--- config.mk ---
export PLATFORM = sky130hd
export DESIGN_NAME = las_div_cell
export DESIGN_NICKNAME = d
export VERILOG_FILES = /design/src/design/las_pkg.sv /design/src/design/las_div_cell.sv
export SDC_FILE = /design/constraint.sdc
export NUM_CORES = 1
export LEC_CHECK = 0
export BUFFER_PORTS_ARGS = -buffer_cell sky130_fd_sc_hd__buf_2
export CAP_MARGIN = 20
export CORE_AREA = 3 3 163 165
export DETAILED_ROUTE_END_ITERATION = 10
export DIE_AREA = 0 0 166 168
export PLACE_DENSITY_LB_ADDON = 0.08
export SETUP_SLACK_MARGIN = 0.15
export SYNTH_ARGS = -nofsm -noshare
export SYNTH_HDL_FRONTEND = slang
export SYNTH_SLANG_ARGS = --single-unit
--- constraint.sdc ---
create_clock -name clk -period 5.55 [get_ports clk]
set_input_delay 0.555 -clock clk [delete_from_list [all_inputs] [get_ports clk]]
set_output_delay 0.555 -clock clk [all_outputs]
set_load 0.02 [all_outputs]
--- src/design/las_pkg.sv ---
// ----------------------------------------------------------------------------
// las_pkg
// Types and constants shared by the launch angle solver cells and top level.
// ----------------------------------------------------------------------------
package las_pkg;

    localparam int DIV_STEPS    = 40;
    localparam int SQRT_STEPS   = 32;
    localparam int CORDIC_STEPS = 28;
    localparam int PIPE_DEPTH   = 5 + DIV_STEPS + 3 + SQRT_STEPS + 2 + CORDIC_STEPS + 2;
    localparam int NORM_EXP     = 40;

    localparam logic [31:0] GRAVITY_RESET = 32'd642253;
    localparam logic [33:0] ANG_PI        = 34'd843314857;
    localparam logic [33:0] QUANT_HALF    = 34'd4096;
    localparam logic signed [20:0] HALF_PI_Q = 21'sd102944;

    localparam logic [27:0] ATAN_TAB [CORDIC_STEPS] = '{
        28'd210828714, 28'd124459457, 28'd65760959, 28'd33381290, 28'd16755422,
        28'd8385879,   28'd4193963,   28'd2097109,  28'd1048571,  28'd524287,
        28'd262144,    28'd131072,    28'd65536,    28'd32768,    28'd16384,
        28'd8192,      28'd4096,      28'd2048,     28'd1024,     28'd512,
        28'd256,       28'd128,       28'd64,       28'd32,       28'd16,
        28'd8,         28'd4,         28'd2
    };

    typedef struct packed {
        logic [63:0] rad;
        logic [33:0] rem;
        logic [31:0] root;
    } sqrt_t;

    typedef struct packed {
        logic [63:0] rem;
        logic [39:0] dvd;
        logic [39:0] quo;
        logic [63:0] dsr;
    } divs_t;

    typedef struct packed {
        logic signed [47:0] px;
        logic signed [47:0] py;
        logic signed [31:0] z;
        logic [4:0]         step;
    } cordic_t;

    typedef struct packed {
        logic [1:0]         count;
        logic signed [17:0] low;
        logic signed [17:0] high;
    } res_t;

endpackage

--- src/design/las_div_cell.sv ---
// ----------------------------------------------------------------------------
// las_div_cell
// One restoring division step: shifts in a dividend bit, yields a quotient bit.
// ----------------------------------------------------------------------------
module las_div_cell (
    input  logic          clk,
    input  logic          en,
    input  las_pkg::divs_t d_in,
    output las_pkg::divs_t d_out
);
    import las_pkg::*;

    divs_t       st_reg;
    divs_t       st_next;
    logic [64:0] r2;
    logic [64:0] dsr;
    logic [64:0] diff;
    logic        ge;

    always_comb
    begin
        r2          = {d_in.rem, d_in.dvd[39]};
        dsr         = {1'b0, d_in.dsr};
        diff        = r2 - dsr;
        ge          = (r2 >= dsr);
        st_next.rem = ge ? diff[63:0] : r2[63:0];
        st_next.dvd = {d_in.dvd[38:0], 1'b0};
        st_next.quo = {d_in.quo[38:0], ge};
        st_next.dsr = d_in.dsr;
    end

    always_ff @(posedge clk)
    begin
        if (en)
        begin
            st_reg <= st_next;
        end
    end

    assign d_out = st_reg;

endmodule

**Yosys cells after proc, flatten, opt, wreduce, memory -nomap -nowiden**

Index checks and enable logic that the tools add are counted.

- Register bits after elaboration: 207
- Word-level logic and storage cells: 7
- Bits of input ports: 210

- Magnitude comparators: 1
- Mux-type cells: 1
- $add $sub $neg: 1

Operators by type and width:

| cell | count |
|---|---|
| 65-bit by 64-bit greater-or-equal comparator with 1-bit output | 1 |
| 64-bit 2-to-1 mux | 1 |
| 64-bit subtractor | 1 |

**Longest topological paths before layout**

- Depth in word-level cells: 2
- Gate-level depth with buffers: 14
- Depth with buffers taken out: 13

**Worst setup path after synthesis**

OpenSTA, ideal clock, no wires.

- Kind: in2reg
- Start: input port d_in[143] (netlist name)
- End: register st_reg (netlist bit d_out[196]), data pin
- Stages: 13
- Arrival time: 3.125 ns
- Setup slack: 2.165 ns
- Required time: 5.290 ns
- Setup time: 0.260 ns
- Path buffers: 0
- Cells stage by stage: inv_1 ha_1 fa_1 nand2b_1 a21oi_1 nor2_2 o311ai_1 a311o_1 a31o_4 a21o_4 a31oi_4 xnor2_1 mux2_4

RTL lines:

| item | RTL line | RTL |
|---|---|---|
| start, declared | las_div_cell.sv:8 | `input las_pkg::divs_t d_in,` |
| end signal, assigned | las_div_cell.sv:36 | `st_reg <= st_next;` |
| end, declared | las_div_cell.sv:13 | `divs_t st_reg;` |

==> results.md <==
* DRT Pass-1 Iters at 6
* Vias per cell at approximately 5.3
* Critical path origin: d_in[1]
* Highest clock rate at between 200 and 300 MHz
* Max transition margin at between 30 and 40%
* Worst path required time at 5.80 ns
* CP startpoint kind: input pin
* Most used DFF post-synth: edfxtp_1
* Register clock-pin slew on the reported worst setup and hold paths at approximately 0.060 ns
* Post-DRT Antenna Nets at 0
* VDD IR-drop max at 0.256 mV
* Initial Util at 44.1%
* Synthesized cell area at between 10000 and 15000 sq um
* Share of post-route cells with drive strength above 1 at about a third
* Max reg flops at between 200 and 250
* Fin crit share at 66.5%
* Synth warn at 0
* Number of global-route vias before repair at 8890
* Largest net degree at the start of global routing at 130
* Unique masters post-synth at between 60 and 70
* Die area at between 20000 and 30000 sq um
* Die Span X at between 150 and 200 um
* Unrepaired setup endpoints after global routing: no
* Fin. Hold Viols at 0
* Cts bufs inserted at 23
* Drt initial violations at around 660
* Commonest cells post-synth: edfxtp_1, a21oi_1, nor2_1
* Synth Register Bits at approximately 210
* Max-cap violations at 0
* Power Dens Cells at ~330 nW/um^2
* WL/cell at ~19 um
* Hold Crit Class: input pin to flop
* Clk sinks at ~210
* # H-tree levels at 1
* Core area at ~25000 sq um
* Status: complete, no violations
* Sequential-to-total area share from yosys stat at between 50% and 60%
* Proportion of netlist area held by the largest area contributor at 56.0%
* CTS tree: built
* Post-CTS Setup Bufs at 0
* Gpl congestion at 0.881
* Area leader, netlist: edfxtp_1
* Gr ovfl total at 0
* Area grow syn2layout at 27.6%
* Most common cell in the netlist: edfxtp_1
* Number of flops mapped to enable cells by yosys at about 210
* CTS Root Cell: clkbuf_16
* Via count at 9051
* Antenna violations before repair at 4
* Tmin final at ~3.7 ns
* HP Start: d_in[100]
* Remaining DRCs at 0
* Setup TNS at 0 ns
* Port bufs at approximately 420
* Leak Pwr at between 0.006 and 0.007 uW
* GRT Overall Usage at between 20% and 30%
* IO Pins at roughly 420
* First-pass GRT wire length at 49.7 mm
* Final core utilization at between 50% and 60%
* Crit Path Class: input pin to flop
* Arrival @ worst endpoint at just under 4 ns
* Endpoint type of the worst setup path: flop
* Hpwl dp at 25.3 mm
* Cells after Synth at ~980
* CTS Buffer Depth at 3
* Worst-path maximum fanout at 50
* Worst slew pin tran at roughly 0.95 ns
* Max Slew Vio Count at 0
* Synth top area cells: edfxtp_1, ha_1, a21oi_1, xnor2_1, nor2_1
* Nets at 1653
* Post-Syn Nets at 1253
* Setup-failing EPs final at 0
* Ys async rst share at 0%
* Die Ht at between 150 and 200 um
* Cts repair resizes at 0
* Routed WL at between 30 and 40 mm
* Hold buffer count at CTS at 0
* Row cnt at just under 60
* Post-Syn Area per Cell at 11.3 sq um
-- layout by cell type, fill, tap and decap left out, drive strengths merged, types with 5 or more instances in the layout --
| master | netlist | routed |
|---|---|---|
| inv | 81 | 82 |
| or3 | 6 | 6 |
| o221ai | 5 | 5 |
| mux2 | 20 | 20 |
| a31oi | 5 | 5 |
| nor2b | 7 | 7 |
| clkinv | 0 | 5 |
| a21oi | 127 | 127 |
| nor2 | 84 | 84 |
| a211oi | 5 | 5 |
| o21ai | 41 | 41 |
| nand2 | 56 | 56 |
| o21bai | 12 | 12 |
| buf | 21 | 420 |
| clkbuf | 24 | 29 |
| nor3 | 9 | 9 |
| xor2 | 25 | 25 |
| nand2b | 6 | 6 |
| and3 | 5 | 5 |
| ha | 64 | 64 |
| nand4 | 27 | 27 |
| xnor2 | 36 | 36 |
| edfxtp | 207 | 207 |
| nor4 | 8 | 8 |
| a21o | 34 | 34 |
| nand3 | 15 | 15 |
-- final cells by class --
cell class / count / area (sq um)
Antenna cell: 1 / 2.50
Clock buffer: 29 / 598
Clock inverter: 10 / 128
Fill cell: 2243 / 11000
Inverter: 81 / 304
Multi-Input combinational cell: 645 / 4360
Sequential cell: 207 / 6220
Tap cell: 330 / 413
Timing Repair Buffer: 420 / 2140
-- cells by family (layout without fill, tap and decap cells) --
group | Yosys count | in the layout | share of synthesized area [%]
buffers and inverters | 126 | 540 | 4.72
other | 1 | 2 | 0.0338
AOI/OAI and AO/OA | 267 | 267 | 15.3
DFF | 207 | 207 | 56.0
muxes | 20 | 20 | 2.06
adders and majority gates | 65 | 65 | 7.40
and+or+nand+nor | 231 | 231 | 9.66
xor gates and xnor gates | 61 | 61 | 4.82
-- worst max-delay path: stages --
cell       delay [ns]
buf_2            0.11
inv_1            0.05
ha_1             0.28
nor2b_1          0.18
o2111a_1         0.24
o21ai_1          0.16
o311ai_2         0.51
o2111ai_1        0.33
a21oi_1          0.29
o21ai_1          0.17
a21oi_4          0.15
buf_4            0.46
mux2_2           0.40
-- through the flow --
step	total power (uW)	hold WS [ns]	std cells	worst slack, ns	instance area (sq um)
after floorplan	2740	0.654	978	2.17	11100
after global placement	3140	0.732	1683	1.49	13400
after detailed placement	3150	0.733	1683	1.41	13400
after CTS	4660	0.198	1722	1.92	14200
after global routing	4840	0.194	1723	1.69	14200
final	4610	0.223	1723	1.86	14200
-- power by group --
part,switching [uW],internal (uW),total [uW],leakage [uW]
combinational,730,422,1150,0.00391
sequential,38.3,1930,1970,0.00203
clock,596,898,1490,0.000350
-- metal layers --
layer	wire length (um)	global-route usage, %	vias to the layer above
met4	909	5.97	6
met3	2680	5.07	54
met1	13200	29.3	4192
met2	15500	37.2	395
li1	-	-	4404
met5	43	0	-
-- final timing paths --
check                         endpoint  slack (ns)  depth (start not counted)
setup / recovery  d_out[160]$_DFFE_PP_        1.86                         13
hold / removal    d_out[101]$_DFFE_PP_        0.22                          1
No activity file was read; power rests on OpenSTA's default activity.
