<file path="src/design/las_pkg.sv">
// ----------------------------------------------------------------------------
// las_pkg
// Types and constants shared by the launch angle solver cells and top level.
// ----------------------------------------------------------------------------
package las_pkg;

    localparam int DIV_STEPS    = 40;
    localparam int SQRT_STEPS   = 32;
    localparam int CORDIC_STEPS = 28;
    localparam int PIPE_DEPTH   = 5 + DIV_STEPS + 3 + SQRT_STEPS + 2 + CORDIC_STEPS + 2;
    localparam int NORM_EXP     = 40;

    localparam logic [31:0] GRAVITY_RESET = 32'd642253;
    localparam logic [33:0] ANG_PI        = 34'd843314857;
    localparam logic [33:0] QUANT_HALF    = 34'd4096;
    localparam logic signed [20:0] HALF_PI_Q = 21'sd102944;

    localparam logic [27:0] ATAN_TAB [CORDIC_STEPS] = '{
        28'd210828714, 28'd124459457, 28'd65760959, 28'd33381290, 28'd16755422,
        28'd8385879,   28'd4193963,   28'd2097109,  28'd1048571,  28'd524287,
        28'd262144,    28'd131072,    28'd65536,    28'd32768,    28'd16384,
        28'd8192,      28'd4096,      28'd2048,     28'd1024,     28'd512,
        28'd256,       28'd128,       28'd64,       28'd32,       28'd16,
        28'd8,         28'd4,         28'd2
    };

    typedef struct packed {
        logic [63:0] rad;
        logic [33:0] rem;
        logic [31:0] root;
    } sqrt_t;

    typedef struct packed {
        logic [63:0] rem;
        logic [39:0] dvd;
        logic [39:0] quo;
        logic [63:0] dsr;
    } divs_t;

    typedef struct packed {
        logic signed [47:0] px;
        logic signed [47:0] py;
        logic signed [31:0] z;
        logic [4:0]         step;
    } cordic_t;

    typedef struct packed {
        logic [1:0]         count;
        logic signed [17:0] low;
        logic signed [17:0] high;
    } res_t;

endpackage

</file>
<file path="src/design/las_cordic_cell.sv">
// ----------------------------------------------------------------------------
// las_cordic_cell
// One vectoring CORDIC rotation; the step index travels with the vector.
// ----------------------------------------------------------------------------
module las_cordic_cell (
    input  logic            clk,
    input  logic            en,
    input  las_pkg::cordic_t d_in,
    output las_pkg::cordic_t d_out
);
    import las_pkg::*;

    cordic_t            st_reg;
    cordic_t            st_next;
    logic signed [47:0] dx;
    logic signed [47:0] dy;
    logic signed [31:0] ang;

    always_comb
    begin
        dx  = d_in.py >>> d_in.step;
        dy  = d_in.px >>> d_in.step;
        ang = $signed({4'b0000, ATAN_TAB[d_in.step]});
        if (!d_in.py[47])
        begin
            st_next.px = d_in.px + dx;
            st_next.py = d_in.py - dy;
            st_next.z  = d_in.z + ang;
        end
        else
        begin
            st_next.px = d_in.px - dx;
            st_next.py = d_in.py + dy;
            st_next.z  = d_in.z - ang;
        end
        st_next.step = d_in.step + 5'd1;
    end

    always_ff @(posedge clk)
    begin
        if (en)
        begin
            st_reg <= st_next;
        end
    end

    assign d_out = st_reg;

endmodule

</file>
<file path="config.mk">
export PLATFORM = sky130hd
export DESIGN_NAME = las_cordic_cell
export DESIGN_NICKNAME = d
export VERILOG_FILES = /design/src/design/las_pkg.sv /design/src/design/las_cordic_cell.sv
export SDC_FILE = /design/constraint.sdc
export NUM_CORES = 1
export LEC_CHECK = 0
export BUFFER_PORTS_ARGS = -buffer_cell sky130_fd_sc_hd__buf_4
export CAP_MARGIN = 20
export CORE_ASPECT_RATIO = 0.75
export CORE_MARGIN = 3
export CORE_UTILIZATION = 36
export CTS_CLUSTER_SIZE = 28
export DETAILED_ROUTE_END_ITERATION = 16
export GPL_TIMING_DRIVEN = 0
export PLACE_DENSITY = 0.55
export SYNTH_ARGS = -nofsm -noshare
export SYNTH_HDL_FRONTEND = slang
export SYNTH_SLANG_ARGS = --single-unit
</file>
<file path="constraint.sdc">
create_clock -name clk -period 15.2 [get_ports clk]
set_input_delay 3.8 -clock clk [delete_from_list [all_inputs] [get_ports clk]]
set_output_delay 3.8 -clock clk [all_outputs]
set_load 0.02 [all_outputs]
</file>
=== Yosys cells after proc, flatten, opt, wreduce, memory -nomap -nowiden ===
Memory sizes are Yosys's and may differ from the RTL's.
Cells that the tools add are included.

* Word-level logic and storage cells: 19
* Bits in read-only memories: 896
* Input bits: 135
* Bits in writable memories: 0
* Memories: 1
* Latch bits: 0
* Register bits: 133

* Muxes and demuxes: 3
* Div/mod/pow operators: 0
* Order comparisons: 1
* Add/subtract/negate cells: 7
* Reductions and logical operators: 0
* Shift operators: 2
* Multipliers: 0
* Bitwise gates (word level): 1
* Equal/unequal tests: 0

{| class="wikitable"
|+ Memory list
! memory !! words !! bits a word !! rd ports !! clocked after Yosys merged registers in !! write ports !! RTL line !! source
|-
| (no name shown) || 32 || 28 || 1 || 0 || 0 || las_cordic_cell.sv:23 || <nowiki>ang = $signed({4'b0000, ATAN_TAB[d_in.step]});</nowiki>
|}

{| class="wikitable"
|+ Operator list
! operator !! count
|-
| $mux W128 || 1
|-
| $add A48 B48 Y48 || 2
|-
| $sshr A48 B5 Y48 || 2
|-
| $sub A48 B48 Y48 || 2
|-
| $mux W28 || 2
|-
| $add A32 B29 Y32 || 1
|-
| $sub A32 B29 Y32 || 1
|-
| $ge A6 B6 Y1 const B || 1
|-
| $not A5 Y6 || 1
|-
| $add A5 B1 Y5 const B || 1
|}

=== Logic depth before layout (Yosys ltp) ===
* Depth in word-level cells: 6
* Gate-level depth with buffers: 34
* Gate-level depth less buffers: 27

=== Worst setup path before layout ===
Ideal clock, no wire load.

* Path type: input to register
* From: input port d_in[1] (netlist bit)
* To: register st_reg (netlist bit d_out[36]), data pin
* Setup slack: 4.912 ns
* Data arrival time: 10.028 ns
* Required time: 14.941 ns
* Cell stages on the path: 33
* Cell sequence: buf_2 buf_4 inv_1 buf_2 buf_2 buf_2 buf_2 ha_1 clkbuf_1 nor2_1 o21ai_0 a21oi_1 a21oi_1 ha_1 nand2_1 nor4_1 o21a_1 o21ai_0 nor2_1 nor2_1 xnor2_1 ha_1 clkbuf_1 a21oi_1 o21ai_0 a2111oi_0 a21oi_1 a41oi_1 o31ai_1 or4b_2 a31o_2 a21oi_1 xnor2_1

{| class="wikitable"
|+ RTL lines
! what !! RTL line !! source
|-
| start: declaration || las_cordic_cell.sv:8 || <nowiki>input las_pkg::cordic_t d_in,</nowiki>
|-
| end signal: assignment || las_cordic_cell.sv:43 || <nowiki>st_reg <= st_next;</nowiki>
|-
| end: declaration || las_cordic_cell.sv:13 || <nowiki>cordic_t st_reg;</nowiki>
|}

==> run_summary.xml <==
<?xml version="1.0" encoding="UTF-8"?>
<metrics>
  <group name="yosys">
    <metric name="synth_common_cells" unit="">213 x sky130_fd_sc_hd__a21oi_1, 194 x sky130_fd_sc_hd__nor2_1, 173 x sky130_fd_sc_hd__nand2_1</metric>
    <metric name="synth_enable_flop_cells" unit="">133</metric>
    <metric name="ys_seq_area_share" unit="%">18.8</metric>
    <metric name="most_used_dff_post_synth" unit="">sky130_fd_sc_hd__edfxtp_1</metric>
    <metric name="synth.largest_area_cell" unit="">sky130_fd_sc_hd__edfxtp_1</metric>
    <metric name="synth.lib_cells_used.distinct" unit="">104</metric>
    <metric name="synth.avg_cell_area" unit="sq um">9.06</metric>
    <metric name="proportion_of_register_bits_with_asynchronous_set_or_reset_after_synthesis" unit="%">0</metric>
    <metric name="ys_warn_count" unit="">0</metric>
    <metric name="synth.area.top_cells" unit="">sky130_fd_sc_hd__edfxtp_1 19%, sky130_fd_sc_hd__mux4_2 13%, sky130_fd_sc_hd__ha_1 8.9%</metric>
    <metric name="summed_instance_area_of_the_synthesized_netlist" unit="sq um">21300</metric>
    <metric name="yosys.area.top_type_share" unit="%">18.8</metric>
    <metric name="synthesis.instances" unit="">2349</metric>
    <metric name="syn_nets" unit="">2639</metric>
    <metric name="synth_seq_cells" unit="">133</metric>
    <metric name="synth_most_common_cell" unit="">sky130_fd_sc_hd__a21oi_1</metric>
  </group>
  <group name="worst_setup_path">
    <metric name="crit_arrival" unit="ps">13790</metric>
    <metric name="setup.worst_path.start_class" unit="">primary input</metric>
    <metric name="timing.setup.critical_path_class" unit="">primary input to register</metric>
    <metric name="critical_path.endpoint_type" unit="">register</metric>
    <metric name="timing.critical_path.fanout_max" unit="">12</metric>
    <metric name="required" unit="ps">15440</metric>
    <metric name="timing.critical_path.slowest_stage_cell" unit="">sky130_fd_sc_hd__clkbuf_1</metric>
    <metric name="critPathMaxStageDelay" unit="ps">890</metric>
  </group>
  <group name="clock_tree">
    <metric name="clkSinkCount" unit="">133</metric>
    <metric name="cts_htree_levels" unit="">4</metric>
    <metric name="tritoncts" unit="">built</metric>
    <metric name="cts-root-to-sink-buffers" unit="">2</metric>
    <metric name="post-cts-setup-buffers" unit="">0</metric>
    <metric name="postCtsResizedCells" unit="">0</metric>
    <metric name="clk_root_buffer_cell" unit="">sky130_fd_sc_hd__clkbuf_16</metric>
    <metric name="cts.hold.buffers_added" unit="">0</metric>
    <metric name="tritoncts.num_buffers" unit="">17</metric>
    <metric name="clkSlewWorstSetupHoldPaths" unit="ps">70</metric>
  </group>
  <group name="placed_design">
    <metric name="detailed_place_hpwl" unit="microns">93800</metric>
    <metric name="numPortBuffers" unit="">266</metric>
    <metric name="placed_cells_incl_taps" unit="">3403</metric>
    <metric name="post_dp_cell_area" unit="sq um">24400</metric>
    <metric name="place.gp.congestion" unit="">1.09</metric>
    <metric name="preCtsSetupSlack" unit="ps">1570</metric>
  </group>
  <group name="routing">
    <metric name="routed_wire_length_per_instance" unit="microns">34.1</metric>
    <metric name="number_of_drc_markers_in_iteration_0" unit="">3401</metric>
    <metric name="drtAntennaViolNets" unit="">0</metric>
    <metric name="remaining_drc_errors" unit="">0</metric>
    <metric name="avgViaCountPerCell" unit="">6.59</metric>
    <metric name="route.vias.total" unit="">22700</metric>
    <metric name="drt-total-wl" unit="microns">118000</metric>
    <metric name="drt-pass1-iter-count" unit="">8</metric>
  </group>
  <group name="finish">
    <metric name="final_area" unit="sq um">25100</metric>
    <metric name="final_util" unit="%">43.4</metric>
    <metric name="final-instance-count-excl-fill" unit="">3443</metric>
    <metric name="area_growth" unit="%">18.0</metric>
    <metric name="flip_flop_count_of_the_largest_register_all_copies_and_words_added" unit="">133</metric>
    <metric name="fin_nets" unit="">2938</metric>
    <metric name="drive_above_1_share" unit="%">22.1</metric>
  </group>
  <group name="global_routing">
    <metric name="grt.total_usage" unit="%">36.9</metric>
    <metric name="antenna_found_initial" unit="">2</metric>
    <metric name="overflow" unit="">0</metric>
    <metric name="grt_pass1_vias" unit="">21700</metric>
    <metric name="grt_pass1_wl" unit="microns">163000</metric>
    <metric name="grt_start_max_net_pins" unit="">80</metric>
  </group>
  <group name="floorplan">
    <metric name="die_ht" unit="microns">217</metric>
    <metric name="boundaryPins" unit="">268</metric>
    <metric name="initial_utilization" unit="%">36.7</metric>
    <metric name="std_cell_rows" unit="">76</metric>
    <metric name="coreArea" unit="sq um">57900</metric>
    <metric name="fp.dieW" unit="microns">287</metric>
    <metric name="overall_die_area" unit="sq um">62100</metric>
  </group>
  <group name="power_and_ir_drop">
    <metric name="worst_ir_drop_vdd" unit="mV">0.0705</metric>
    <metric name="power_leakage" unit="nW">10.3</metric>
    <metric name="p_clk_share" unit="%">18.3</metric>
    <metric name="seq_power_share" unit="%">22.0</metric>
    <metric name="power.switching" unit="mW">1.20</metric>
    <metric name="power_density" unit="nW/um^2">106</metric>
    <metric name="power.share.combinational" unit="%">59.7</metric>
    <metric name="swShare" unit="%">45.1</metric>
    <metric name="design_internal_power" unit="mW">1.46</metric>
    <metric name="fin_total_pwr" unit="mW">2.65</metric>
  </group>
  <group name="sta">
    <metric name="setup-violations-final" unit="">0</metric>
    <metric name="layout_min_cycle_time" unit="ps">13550</metric>
    <metric name="finalHoldViolations" unit="">0</metric>
    <metric name="timing.hold.ws" unit="ps">3650</metric>
    <metric name="grt_setup_unrepaired" unit="">false</metric>
    <metric name="slew_headroom" unit="%">6.85</metric>
    <metric name="min_period_over_period" unit="%">89.1</metric>
    <metric name="max_freq" unit="GHz">0.0738</metric>
    <metric name="timing.final.ws_setup" unit="ps">1650</metric>
    <metric name="tightest_slew" unit="ps">1400</metric>
    <metric name="tns" unit="ps">0</metric>
    <metric name="timing.final.max_slew_violations" unit="">0</metric>
  </group>
  <group name="status">
    <metric name="status" unit="">completed</metric>
  </group>
  <group name="job">
    <metric name="timing.max_cap.violations" unit="">0</metric>
  </group>
  <group name="hold_path">
    <metric name="hold_path.class" unit="">primary input to register</metric>
  </group>
</metrics>
## layer usage
| metal | global-route usage (%) | part of all wire [%] | wire length (microns) |
|---|---|---|---|
| met5 | 0.938 | 0.13 | 155 |
| met4 | 13.4 | 3.8 | 4450 |
| met1 | 51.8 | 43 | 51100 |
| met3 | 13.9 | 13 | 14900 |
| met2 | 51.2 | 40 | 47000 |
## logic make-up (layout without fill, tap and decap cells)
group	Yosys count	count (layout)	share of synthesized area, %
muxes	287	287	22.3
DFF	133	133	18.8
buffers and inverters	204	516	4.49
other	0	2	0
and+or+nand+nor	661	661	15.3
xor gates and xnor gates	223	223	9.21
AOI/OAI and AO/OA	686	686	20.7
adders and majority gates	155	155	9.22
## cells in the final DEF, fill, tap and decap left out, drive strengths merged, types with 10 or more instances in the layout
cell type and count:
clkbuf 82, o21bai 17, o22ai 32, o21ai 121, a22oi 12, buf 358, nand3 50, nand4 20
and3 25, nand2b 25, mux2i 98, a211oi 22, nor2 195, a21oi 213, o211ai 14, nand2 173
o21a 16, a31oi 42, a221oi 10, nor3 59, edfxtp 133, o31ai 14, and4 10, and2 20
or2 15, mux4 140, mux2 49, inv 64, nor2b 23, xor2 76, a21o 77, xnor2 147
ha 152
## power groups by stage
stage	Sequential [mW]	Clock (mW)	Combinational [mW]
after floorplan	0.725	0	0.830
after global placement	0.590	0	1.52
after detailed placement	0.591	0	1.53
after CTS	0.586	0.498	1.54
after global routing	0.596	0.512	1.67
final	0.585	0.485	1.58
## worst max-delay path: cells and delay by family
kind	cells	cell delay (ps)
buffers and inverters	11	5430
adders and majority gates	2	660
and+or+nand+nor	7	1320
AOI/OAI and AO/OA	8	2270
xor gates and xnor gates	2	250
## path summary, 6_finish.rpt
| check | startpoint | end | slack [ps] | cells past startpoint |
|---|---|---|---|---|
| max | d_in[2] | d_out[36] | 1650 | 30 |
| min | d_in[37] | d_out[37] | 3650 | 2 |
## area by class of cell
| class | instances | area [sq um] |
|---|---|---|
| repair buffers | 280 | 2200 |
| multi-input cells | 2012 | 16300 |
| flip-flops and latches | 133 | 3990 |
| inverters | 62 | 233 |
| well taps | 780 | 976 |
| clock inverters | 14 | 223 |
| clock buffers | 18 | 429 |
| diodes | 2 | 5.00 |
| plain buffers | 142 | 723 |
| fillers | 5684 | 32800 |
Power figures use the tool's default switching activity.
