===== src/design/las_pkg.sv =====
// ----------------------------------------------------------------------------
// las_pkg
// Types and constants shared by the launch angle solver cells and top level.
// ----------------------------------------------------------------------------
package las_pkg;

    localparam int DIV_STEPS    = 40;
    localparam int SQRT_STEPS   = 32;
    localparam int CORDIC_STEPS = 28;
    localparam int PIPE_DEPTH   = 5 + DIV_STEPS + 3 + SQRT_STEPS + 2 + CORDIC_STEPS + 2;
    localparam int NORM_EXP     = 40;

    localparam logic [31:0] GRAVITY_RESET = 32'd642253;
    localparam logic [33:0] ANG_PI        = 34'd843314857;
    localparam logic [33:0] QUANT_HALF    = 34'd4096;
    localparam logic signed [20:0] HALF_PI_Q = 21'sd102944;

    localparam logic [27:0] ATAN_TAB [CORDIC_STEPS] = '{
        28'd210828714, 28'd124459457, 28'd65760959, 28'd33381290, 28'd16755422,
        28'd8385879,   28'd4193963,   28'd2097109,  28'd1048571,  28'd524287,
        28'd262144,    28'd131072,    28'd65536,    28'd32768,    28'd16384,
        28'd8192,      28'd4096,      28'd2048,     28'd1024,     28'd512,
        28'd256,       28'd128,       28'd64,       28'd32,       28'd16,
        28'd8,         28'd4,         28'd2
    };

    typedef struct packed {
        logic [63:0] rad;
        logic [33:0] rem;
        logic [31:0] root;
    } sqrt_t;

    typedef struct packed {
        logic [63:0] rem;
        logic [39:0] dvd;
        logic [39:0] quo;
        logic [63:0] dsr;
    } divs_t;

    typedef struct packed {
        logic signed [47:0] px;
        logic signed [47:0] py;
        logic signed [31:0] z;
        logic [4:0]         step;
    } cordic_t;

    typedef struct packed {
        logic [1:0]         count;
        logic signed [17:0] low;
        logic signed [17:0] high;
    } res_t;

endpackage


===== src/design/las_sqrt_cell.sv =====
// ----------------------------------------------------------------------------
// las_sqrt_cell
// One digit of an integer square root: two radicand bits in, one root bit out.
// ----------------------------------------------------------------------------
module las_sqrt_cell (
    input  logic          clk,
    input  logic          en,
    input  las_pkg::sqrt_t d_in,
    output las_pkg::sqrt_t d_out
);
    import las_pkg::*;

    sqrt_t       st_reg;
    sqrt_t       st_next;
    logic [35:0] r4;
    logic [35:0] trial;
    logic [35:0] diff;

    always_comb
    begin
        r4          = {d_in.rem, d_in.rad[63:62]};
        trial       = {2'b00, d_in.root, 2'b01};
        diff        = r4 - trial;
        st_next.rad = {d_in.rad[61:0], 2'b00};
        if (r4 >= trial)
        begin
            st_next.rem  = diff[33:0];
            st_next.root = {d_in.root[30:0], 1'b1};
        end
        else
        begin
            st_next.rem  = r4[33:0];
            st_next.root = {d_in.root[30:0], 1'b0};
        end
    end

    always_ff @(posedge clk)
    begin
        if (en)
        begin
            st_reg <= st_next;
        end
    end

    assign d_out = st_reg;

endmodule


===== config.mk =====
export PLATFORM = sky130hd
export DESIGN_NAME = las_sqrt_cell
export DESIGN_NICKNAME = d
export VERILOG_FILES = /design/src/design/las_pkg.sv /design/src/design/las_sqrt_cell.sv
export SDC_FILE = /design/constraint.sdc
export NUM_CORES = 1
export LEC_CHECK = 0
export ABC_AREA = 1
export BUFFER_PORTS_ARGS = -buffer_cell sky130_fd_sc_hd__clkbuf_2
export CORE_MARGIN = 2
export CORE_UTILIZATION = 40
export DETAILED_ROUTE_END_ITERATION = 10
export GPL_TIMING_DRIVEN = 1
export PLACE_DENSITY = 0.7
export SYNTH_ARGS = -nofsm -noshare
export SYNTH_HDL_FRONTEND = slang
export SYNTH_SLANG_ARGS = --single-unit
export TNS_END_PERCENT = 30

===== constraint.sdc =====
create_clock -name clk -period 1.8 [get_ports clk]
set_input_delay 0.18 -clock clk [delete_from_list [all_inputs] [get_ports clk]]
set_output_delay 0.18 -clock clk [all_outputs]
set_load 0.02 [all_outputs]

**Word level (Yosys, flattened, before mapping)**

Cells that the tools add are included.

- Bits in registers: 128
- Bits of input ports: 132
- Logic and storage cells: 6

- Add/sub/neg operators: 1
- Magnitude comparators: 1
- Mux-type cells: 1

Operators with widths:

| cell | count |
|---|---|
| 66-bit two-way mux | 1 |
| 36-bit by 34-bit greater-or-equal comparator with 1-bit output | 1 |
| 34-bit subtractor | 1 |

**Longest topological paths before layout**

Gate-level depths: netlist of the first run.

- Depth after elaboration: 2
- Depth in mapped cells: 16
- Gate-level depth less buffers: 15

**Least setup slack after synthesis of the first run**

Ideal clock, no wire load.

- Kind: input -> register
- Start: in d_in[13] in the netlist's numbering
- End: reg st_reg, in the netlist d_out[57] (data pin)
- Arrival: 1.579 ns
- Data required time: 1.547 ns
- Slack: -0.032 ns
- Stages: 15
- Cell sequence: inv_1 ha_1 nand2_1 inv_1 nand2_1 nand2_1 nand2_1 nand2_1 a21oi_1 nand2_1 nand2_1 nand2_4 buf_4 nand3_1 nand2_1

RTL lines:

| element | line | RTL |
|---|---|---|
| from (decl) | las_sqrt_cell.sv:8 | `input las_pkg::sqrt_t d_in,` |
| to (signal assigned) | las_sqrt_cell.sv:41 | `st_reg <= st_next;` |
| to (decl) | las_sqrt_cell.sv:13 | `sqrt_t st_reg;` |

==> results.sh, run 1 <==
export IMPL_cts_tree="built"
export IMPL_place_worst_setup_slack_ns=-0.342
export IMPL_syn_mean_instance_area_um2=8.90
export IMPL_root_buf_cell="sky130_fd_sc_hd__clkbuf_16"
export IMPL_route_final_wire_length_mm=22.0
export IMPL_min_path_cells=3
export IMPL_final_min_period_over_clock_period_pct=93.5
export IMPL_core_area_um2=17100
export IMPL_synth_mux_area_share_pct=0
export IMPL_synthSimpleGateAreaFrac_pct=23.9
export IMPL_grt_pass1_vias=6852
export IMPL_netSwitchingFraction_pct=29.2
export IMPL_global_route_usage_total_pct=24.3
export IMPL_crit_required_ns=1.97
export IMPL_fmax_mhz=594
export IMPL_weighted_congestion_reported_at_the_end_of_routability_driven_placement=0.919
export IMPL_synth_largest_area_cell="sky130_fd_sc_hd__edfxtp_1"
export IMPL_synth_fa_ha_area_share_pct=6.17
export IMPL_syn2layout_area_growth_pct=62.5
export IMPL_cts_sink_count=128
export IMPL_final_setup_viol_count=0
export IMPL_worst_hold_slack_ns=0.0505
export IMPL_cell_area_after_technology_mapping_um2=6900
export IMPL_maxCapViolations=0
export IMPL_die_area_um2=18300
export IMPL_grt_setup_unrepaired="true"
export IMPL_yosys_warnings=0
export IMPL_synth_top_cells_by_area="sky130_fd_sc_hd__edfxtp_1 56%, sky130_fd_sc_hd__nand2_1 16%, sky130_fd_sc_hd__inv_1 7.6%, sky130_fd_sc_hd__ha_1 6.2%, sky130_fd_sc_hd__nand3_1 2.8%"
export IMPL_grt_first_pass_wirelength_mm=34.0
export IMPL_final_layout_size_suffix_gt1_share_pct=37.0
export IMPL_cts_path_max_buffers=2
export IMPL_post_cts_buffers=0
export IMPL_port_buffers=259
export IMPL_routed_via_count=6703
export IMPL_largest_register_ff_count=128
export IMPL_initial_core_util_pct=40.4
export IMPL_crit_fanout=3
export IMPL_netlist_instances=775
export IMPL_wl_per_cell_um=14.7
export IMPL_pwr_share_clk_pct=37.4
export IMPL_detailedRoute_firstIterationViolations=319
export IMPL_fraction_of_synthesized_cell_area_in_xor_and_xnor_cells_pct=2.29
export IMPL_cp_endpoint_kind="flop"
export IMPL_cts_clk_slew_worst_paths_ns=0.06
export IMPL_p_leak_nw=5.66
export IMPL_num_antenna_cells=0
export IMPL_combinational_family_with_the_most_area_after_synthesis="simple AND/OR/NAND/NOR gates"
export IMPL_powerDensity_nw_per_um2=889
export IMPL_synth_compound_area_share_pct=3.21
export IMPL_final_net_count=1420
export IMPL_worstHoldEndpoint="d_out[36]"
export IMPL_number_of_nets_with_antenna_violations_after_detailed_routing=0
export IMPL_internal_power_mw=7.05
export IMPL_period_minus_slack_ns=1.68
export IMPL_placementRows=48
export IMPL_ctsHtreeMaxLevel=4
export IMPL_io_pins=262
export IMPL_dp_final_hpwl_mm=16.0
export IMPL_run_status="complete, no violations"
export IMPL_globalRoute_totalOverflow=0
export IMPL_tritoncts_num_buffers=17
export IMPL_postSynthRegisterBits=128
export IMPL_power_switching_mw=2.91
export IMPL_power_share_sequential_pct=37.5
export IMPL_drt_drc_violations_left=0
export IMPL_grt_start_max_net_pins=40
export IMPL_dieHeight_um=135
export IMPL_finalHoldViolCount=0
export IMPL_worstHoldStart="d_in[34]"
export IMPL_synth_top_area_share_pct=55.7
export IMPL_arrival_ns=1.86
export IMPL_ir_drop_mv=0.676
export IMPL_die_x_um=135
export IMPL_grt_antenna_before_repair=0
export IMPL_combinational_group_share_of_total_power_pct=25.1
export IMPL_cp_start_kind="input pin"
export IMPL_detailedRoute_firstPassIterationCount=5
export IMPL_synth_cell_type_count=25
export IMPL_setup_slack_ns=0.116
export IMPL_timing_worst_setup_path_type="in -> reg"
export IMPL_timing_max_transition_violations_final=0
export IMPL_path_category_of_the_worst_min_delay_check="in -> reg"
export IMPL_ys_seq_area_share_pct=55.7
export IMPL_post_drt_via_cell_ratio=4.50
==> cells in the final DEF, fill, tap and decap left out, drive strengths merged, types with 6 or more instances in the layout <==
master | synthesis | layout
ha | 34 | 34
xor2 | 15 | 15
clkbuf | 0 | 275
a21oi | 26 | 26
inv | 140 | 146
o21ai | 13 | 13
nor2 | 57 | 57
nand4 | 6 | 6
buf | 8 | 116
nand3 | 39 | 39
dlygate4sd3 | 0 | 93
edfxtp | 128 | 128
nand2 | 291 | 291
==> routing by layer <==
layer	up-vias	part of all wire [%]	global-route usage, %
li1	3429	-	-
met3	20	5.4	4.75
met2	199	50	44.4
met4	0	1.3	7.23
met5	-	0	0
met1	3055	43	29.1
==> worst max path at each step <==
stage,startpoint,end,slack [ns],cells after the start
4_1_cts,d_in[11],d_out[58],0.08,14
3_3_place_gp,d_in[14],d_out[61],-0.33,14
5_1_grt,d_in[13],d_out[51],-0.008,16
6_report,d_in[10],d_out[50],0.12,14
3_5_place_dp,d_in[11],d_out[58],-0.34,14
2_1_floorplan,d_in[5],d_out[57],0.002,15
==> cell usage after synthesis (all sizes together) <==
cell type / count
nand2: 291
inv: 140
edfxtp: 128
nor2: 57
nand3: 39
ha: 34
a21oi: 26
xor2: 15
o21ai: 13
buf: 8
nand4: 6
nand3b: 4
and2: 3
nor3: 3
o21bai: 3
xnor2: 3
conb: 1
or2: 1
==> through the flow <==
| stage | TNS [ns] | power, mW | utilization, % | area (µm²) | std cells |
|---|---|---|---|---|---|
| CTS | 0 | 9.93 | 64.7 | 11000 | 1491 |
| finish | 0 | 9.96 | 65.7 | 11200 | 1491 |
| global route | -0.0163 | 10.4 | 65.7 | 11200 | 1491 |
| floorplan | 0 | 5.00 | - | 7050 | 776 |
| global placement | -9.40 | 6.03 | 55.6 | 9480 | 1367 |
| detailed placement | -10.48 | 6.05 | 55.6 | 9480 | 1367 |
==> cell families (layout without fill, tap and decap cells) <==
logic type / after synthesis / after routing
xor gates and xnor gates: 18 / 18
adders and majority gates: 34 / 34
buffers and inverters: 148 / 638
AOI/OAI and AO/OA: 42 / 42
other: 1 / 2
and+or+nand+nor: 404 / 404
DFF: 128 / 128
==> worst max-delay path, stage by stage <==
cell and delay [ns]:
sky130_fd_sc_hd__clkbuf_2 0.09, sky130_fd_sc_hd__inv_1 0.04, sky130_fd_sc_hd__ha_2 0.36, sky130_fd_sc_hd__nand2_2 0.09
sky130_fd_sc_hd__buf_4 0.14, sky130_fd_sc_hd__nor2_1 0.13, sky130_fd_sc_hd__inv_1 0.08, sky130_fd_sc_hd__buf_4 0.13
sky130_fd_sc_hd__nor2_2 0.17, sky130_fd_sc_hd__nand4_1 0.12, sky130_fd_sc_hd__nand3_1 0.14, sky130_fd_sc_hd__xor2_1 0.08
sky130_fd_sc_hd__nand2_1 0.06, sky130_fd_sc_hd__nand2_1 0.04
==> layout make-up <==
cell class	instances	area (µm²)
fillers	1376	5850
flip-flops and latches	128	3840
repair buffers	467	3160
multi-input cells	500	2770
inverters	140	528
clock buffers	17	425
well taps	225	282
clock inverters	14	203
==> power groups by stage <==
stage | clock, mW | combinational [mW] | sequential [mW]
after CTS | 3.77 | 2.44 | 3.73
after global placement | 0 | 2.24 | 3.78
after detailed placement | 0 | 2.26 | 3.78
after floorplan | 0 | 0.830 | 4.17
final | 3.72 | 2.50 | 3.73
after global routing | 3.87 | 2.75 | 3.76
==> what timing repair did <==
action	CTS	global route
endpoints found under the hold margin	93	0
hold buffers	93	0
setup endpoints to repair	0	34
resized for setup	0	41
Note: power is estimated with default switching activity, not from simulation.
==> run 2: changes to the inputs <==
--- a/config.mk
+++ b/config.mk
@@ -11,7 +11,7 @@
 export CORE_UTILIZATION = 40
 export DETAILED_ROUTE_END_ITERATION = 10
 export GPL_TIMING_DRIVEN = 1
-export PLACE_DENSITY = 0.7
+export PLACE_DENSITY = 0.67
 export SYNTH_ARGS = -nofsm -noshare
 export SYNTH_HDL_FRONTEND = slang
 export SYNTH_SLANG_ARGS = --single-unit
==> constraint.sdc (replaced) <==
create_clock -name clk -period 2.2 [get_ports clk]
set_input_delay 0.22 -clock clk [delete_from_list [all_inputs] [get_ports clk]]
set_output_delay 0.22 -clock clk [all_outputs]
set_load 0.02 [all_outputs]
==> run 2 against run 1 <==
Global-route usage decreased by 1.3 points. Largest power group unchanged. First-iteration DRC count increased by 5.6%. Sequential power decreased by 18%. Die area unchanged. Critical path type unchanged.
==> results.sh, run 2 (synthesis results as in run 1) <==
export IMPL_timing_max_transition_violations_final=0
export IMPL_cts_sink_count=128
export IMPL_worstPathCellList="dlygate4sd3_1, clkbuf_2, inv_2, ha_4, nand2_4, nor2_4, nand2_2, nor2_2, nand2_1, a21oi_2, nor2_2, nand2_4, inv_6, nand2_1, nand2_1"
export IMPL_powerDensity_nw_per_um2=748
export IMPL_globalRoute_totalOverflow=0
export IMPL_io_pins=262
export IMPL_number_of_nets_with_antenna_violations_after_detailed_routing=0
export IMPL_internal_power_mw=5.51
export IMPL_crit_fanout=16
export IMPL_finalHoldViolCount=0
export IMPL_setup_slack_ns=0.0840
export IMPL_combinational_group_share_of_total_power_pct=23.6
export IMPL_tritoncts_num_buffers=17
export IMPL_ir_drop_mv=0.552
export IMPL_detailedRoute_firstIterationViolations=337
export IMPL_wl_per_cell_um=15.0
export IMPL_detailedRoute_firstPassIterationCount=5
export IMPL_timing_worst_setup_path_type="in -> reg"
export IMPL_grt_pass1_vias=6438
export IMPL_ctsHtreeMaxLevel=4
export IMPL_power_switching_mw=2.31
export IMPL_largest_register_ff_count=128
export IMPL_core_area_um2=17100
export IMPL_syn2layout_area_growth_pct=51.7
export IMPL_cts_path_max_buffers=2
export IMPL_final_layout_size_suffix_gt1_share_pct=30.5
export IMPL_drt_drc_violations_left=0
export IMPL_global_route_usage_total_pct=23.0
export IMPL_power_share_sequential_pct=39.0
export IMPL_p_leak_nw=5.35
export IMPL_final_net_count=1357
export IMPL_post_drt_via_cell_ratio=4.54
export IMPL_slew_limit_headroom_pct=56.8
export IMPL_cts_tree="built"
export IMPL_slowest_stage_delay_on_critical_path_ns=0.53
export IMPL_path_category_of_the_worst_min_delay_check="in -> reg"
export IMPL_die_x_um=135
export IMPL_dieHeight_um=135
export IMPL_grt_start_max_net_pins=48
export IMPL_cp_endpoint_kind="flop"
export IMPL_dp_final_hpwl_mm=15.8
export IMPL_most_common_library_cell_in_the_layout_ignoring_fill_and_taps="sky130_fd_sc_hd__nand2_1"
export IMPL_initial_core_util_pct=40.4
export IMPL_port_buffers=259
export IMPL_final_setup_viol_count=0
export IMPL_pwr_share_clk_pct=37.4
export IMPL_fin_tns_setup_ns=0
export IMPL_fmax_mhz=473
export IMPL_crit_slowest_cell="sky130_fd_sc_hd__dlygate4sd3_1"
export IMPL_cpMostUsedCell="sky130_fd_sc_hd__nand2_1"
export IMPL_final_min_period_over_clock_period_pct=96.2
export IMPL_layout_filler_cells=1477
export IMPL_utilization_pct=61.3
export IMPL_cts_clk_slew_worst_paths_ns=0.05
export IMPL_weighted_congestion_reported_at_the_end_of_routability_driven_placement=0.926
export IMPL_final_cell_mix="284 x sky130_fd_sc_hd__nand2_1, 258 x sky130_fd_sc_hd__clkbuf_2, 138 x sky130_fd_sc_hd__inv_1"
export IMPL_cp_start_kind="input pin"
export IMPL_routed_via_count=6484
export IMPL_detailed_place_area_um2=8810
export IMPL_root_buf_cell="sky130_fd_sc_hd__clkbuf_16"
export IMPL_timing_worst_slew_pin_value_ns=0.641
export IMPL_route_final_wire_length_mm=21.5
export IMPL_netSwitchingFraction_pct=29.6
export IMPL_grt_antenna_before_repair=1
export IMPL_run_status="complete, no violations"
export IMPL_arrival_ns=2.28
export IMPL_period_minus_slack_ns=2.12
export IMPL_maxCapViolations=0
export IMPL_grt_first_pass_wirelength_mm=32.3
export IMPL_place_worst_setup_slack_ns=-0.153
export IMPL_crit_required_ns=2.37
export IMPL_stdcell_area_um2=10500
export IMPL_grt_setup_unrepaired="false"
export IMPL_placementRows=48
export IMPL_die_area_um2=18300
-- run 2: cell count changes in the layout (fill, tap and decap cells not counted), moves of 3 or more --
cell | previous run | this run
sky130_fd_sc_hd__a21oi_1 | 18 | 24
sky130_fd_sc_hd__nand2_2 | 15 | 5
sky130_fd_sc_hd__nand3_2 | 4 | 1
sky130_fd_sc_hd__nand2_1 | 275 | 284
sky130_fd_sc_hd__nor2_2 | 14 | 8
sky130_fd_sc_hd__nand3_1 | 35 | 38
sky130_fd_sc_hd__clkinvlp_4 | 1 | 4
sky130_fd_sc_hd__ha_4 | 15 | 1
sky130_fd_sc_hd__a21oi_2 | 8 | 2
sky130_fd_sc_hd__ha_1 | 18 | 33
sky130_fd_sc_hd__nor2_1 | 40 | 48
sky130_fd_sc_hd__buf_4 | 108 | 45
-- run 2: path summary, 6_finish.rpt --
kind | from | to | cells after the start
max | d_in[26] | d_out[45] | 15
min | d_in[13] | d_out[14] | 1
-- run 2: layout make-up --
cell class,instances,area [µm²],area share [%]
repair inverters,3,26.3,0.251
multi-input cells,500,2500,23.9
diodes,1,2.50,0.0239
well taps,225,282,2.69
flip-flops and latches,128,3840,36.7
repair buffers,401,2660,25.5
clock buffers,17,425,4.07
clock inverters,14,184,1.76
inverters,140,538,5.14
-- run 2: timing repair --
item / 4_1_cts / 5_1_grt
gates resized for setup: 0 / 21
endpoints found under the hold margin: 90 / 1
setup buffers: 0 / 2
endpoints found under the setup margin: 0 / 34
hold buffers: 90 / 1
-- run 2: routing by layer --
layer	up-vias	global-route usage (%)	share of wire (%)	routed length (µm)
met3	38	5.42	6.5	1400
met4	0	8.80	2.6	567
met2	228	40.9	49	10500
met5	-	0	0	0
met1	2905	27.0	42	8980
li1	3313	-	-	-
-- run 2: through the flow --
stage               power (mW)  hold slack, ns  instances
floorplan                 4.06           0.319        776
detailed placement        4.78           0.399       1301
CTS                       7.84         0.00226       1422
global placement          4.76           0.397       1301
global route              8.17          0.0309       1429
finish                    7.82          0.0351       1429
-- run 2: critical path, delay by kind of cell --
family	cells	cell delay (ns)
AOI/OAI and AO/OA	1	0.14
adders and majority gates	1	0.27
buffers and inverters	4	0.84
and+or+nand+nor	9	0.80
-- run 2: power groups by stage --
stage	clock (mW)	sequential (mW)	combinational, mW
2_1_floorplan	0	3.41	0.644
3_3_place_gp	0	3.10	1.66
3_5_place_dp	0	3.10	1.68
4_1_cts	2.98	3.05	1.81
5_1_grt	3.07	3.07	2.03
6_report	2.92	3.05	1.85
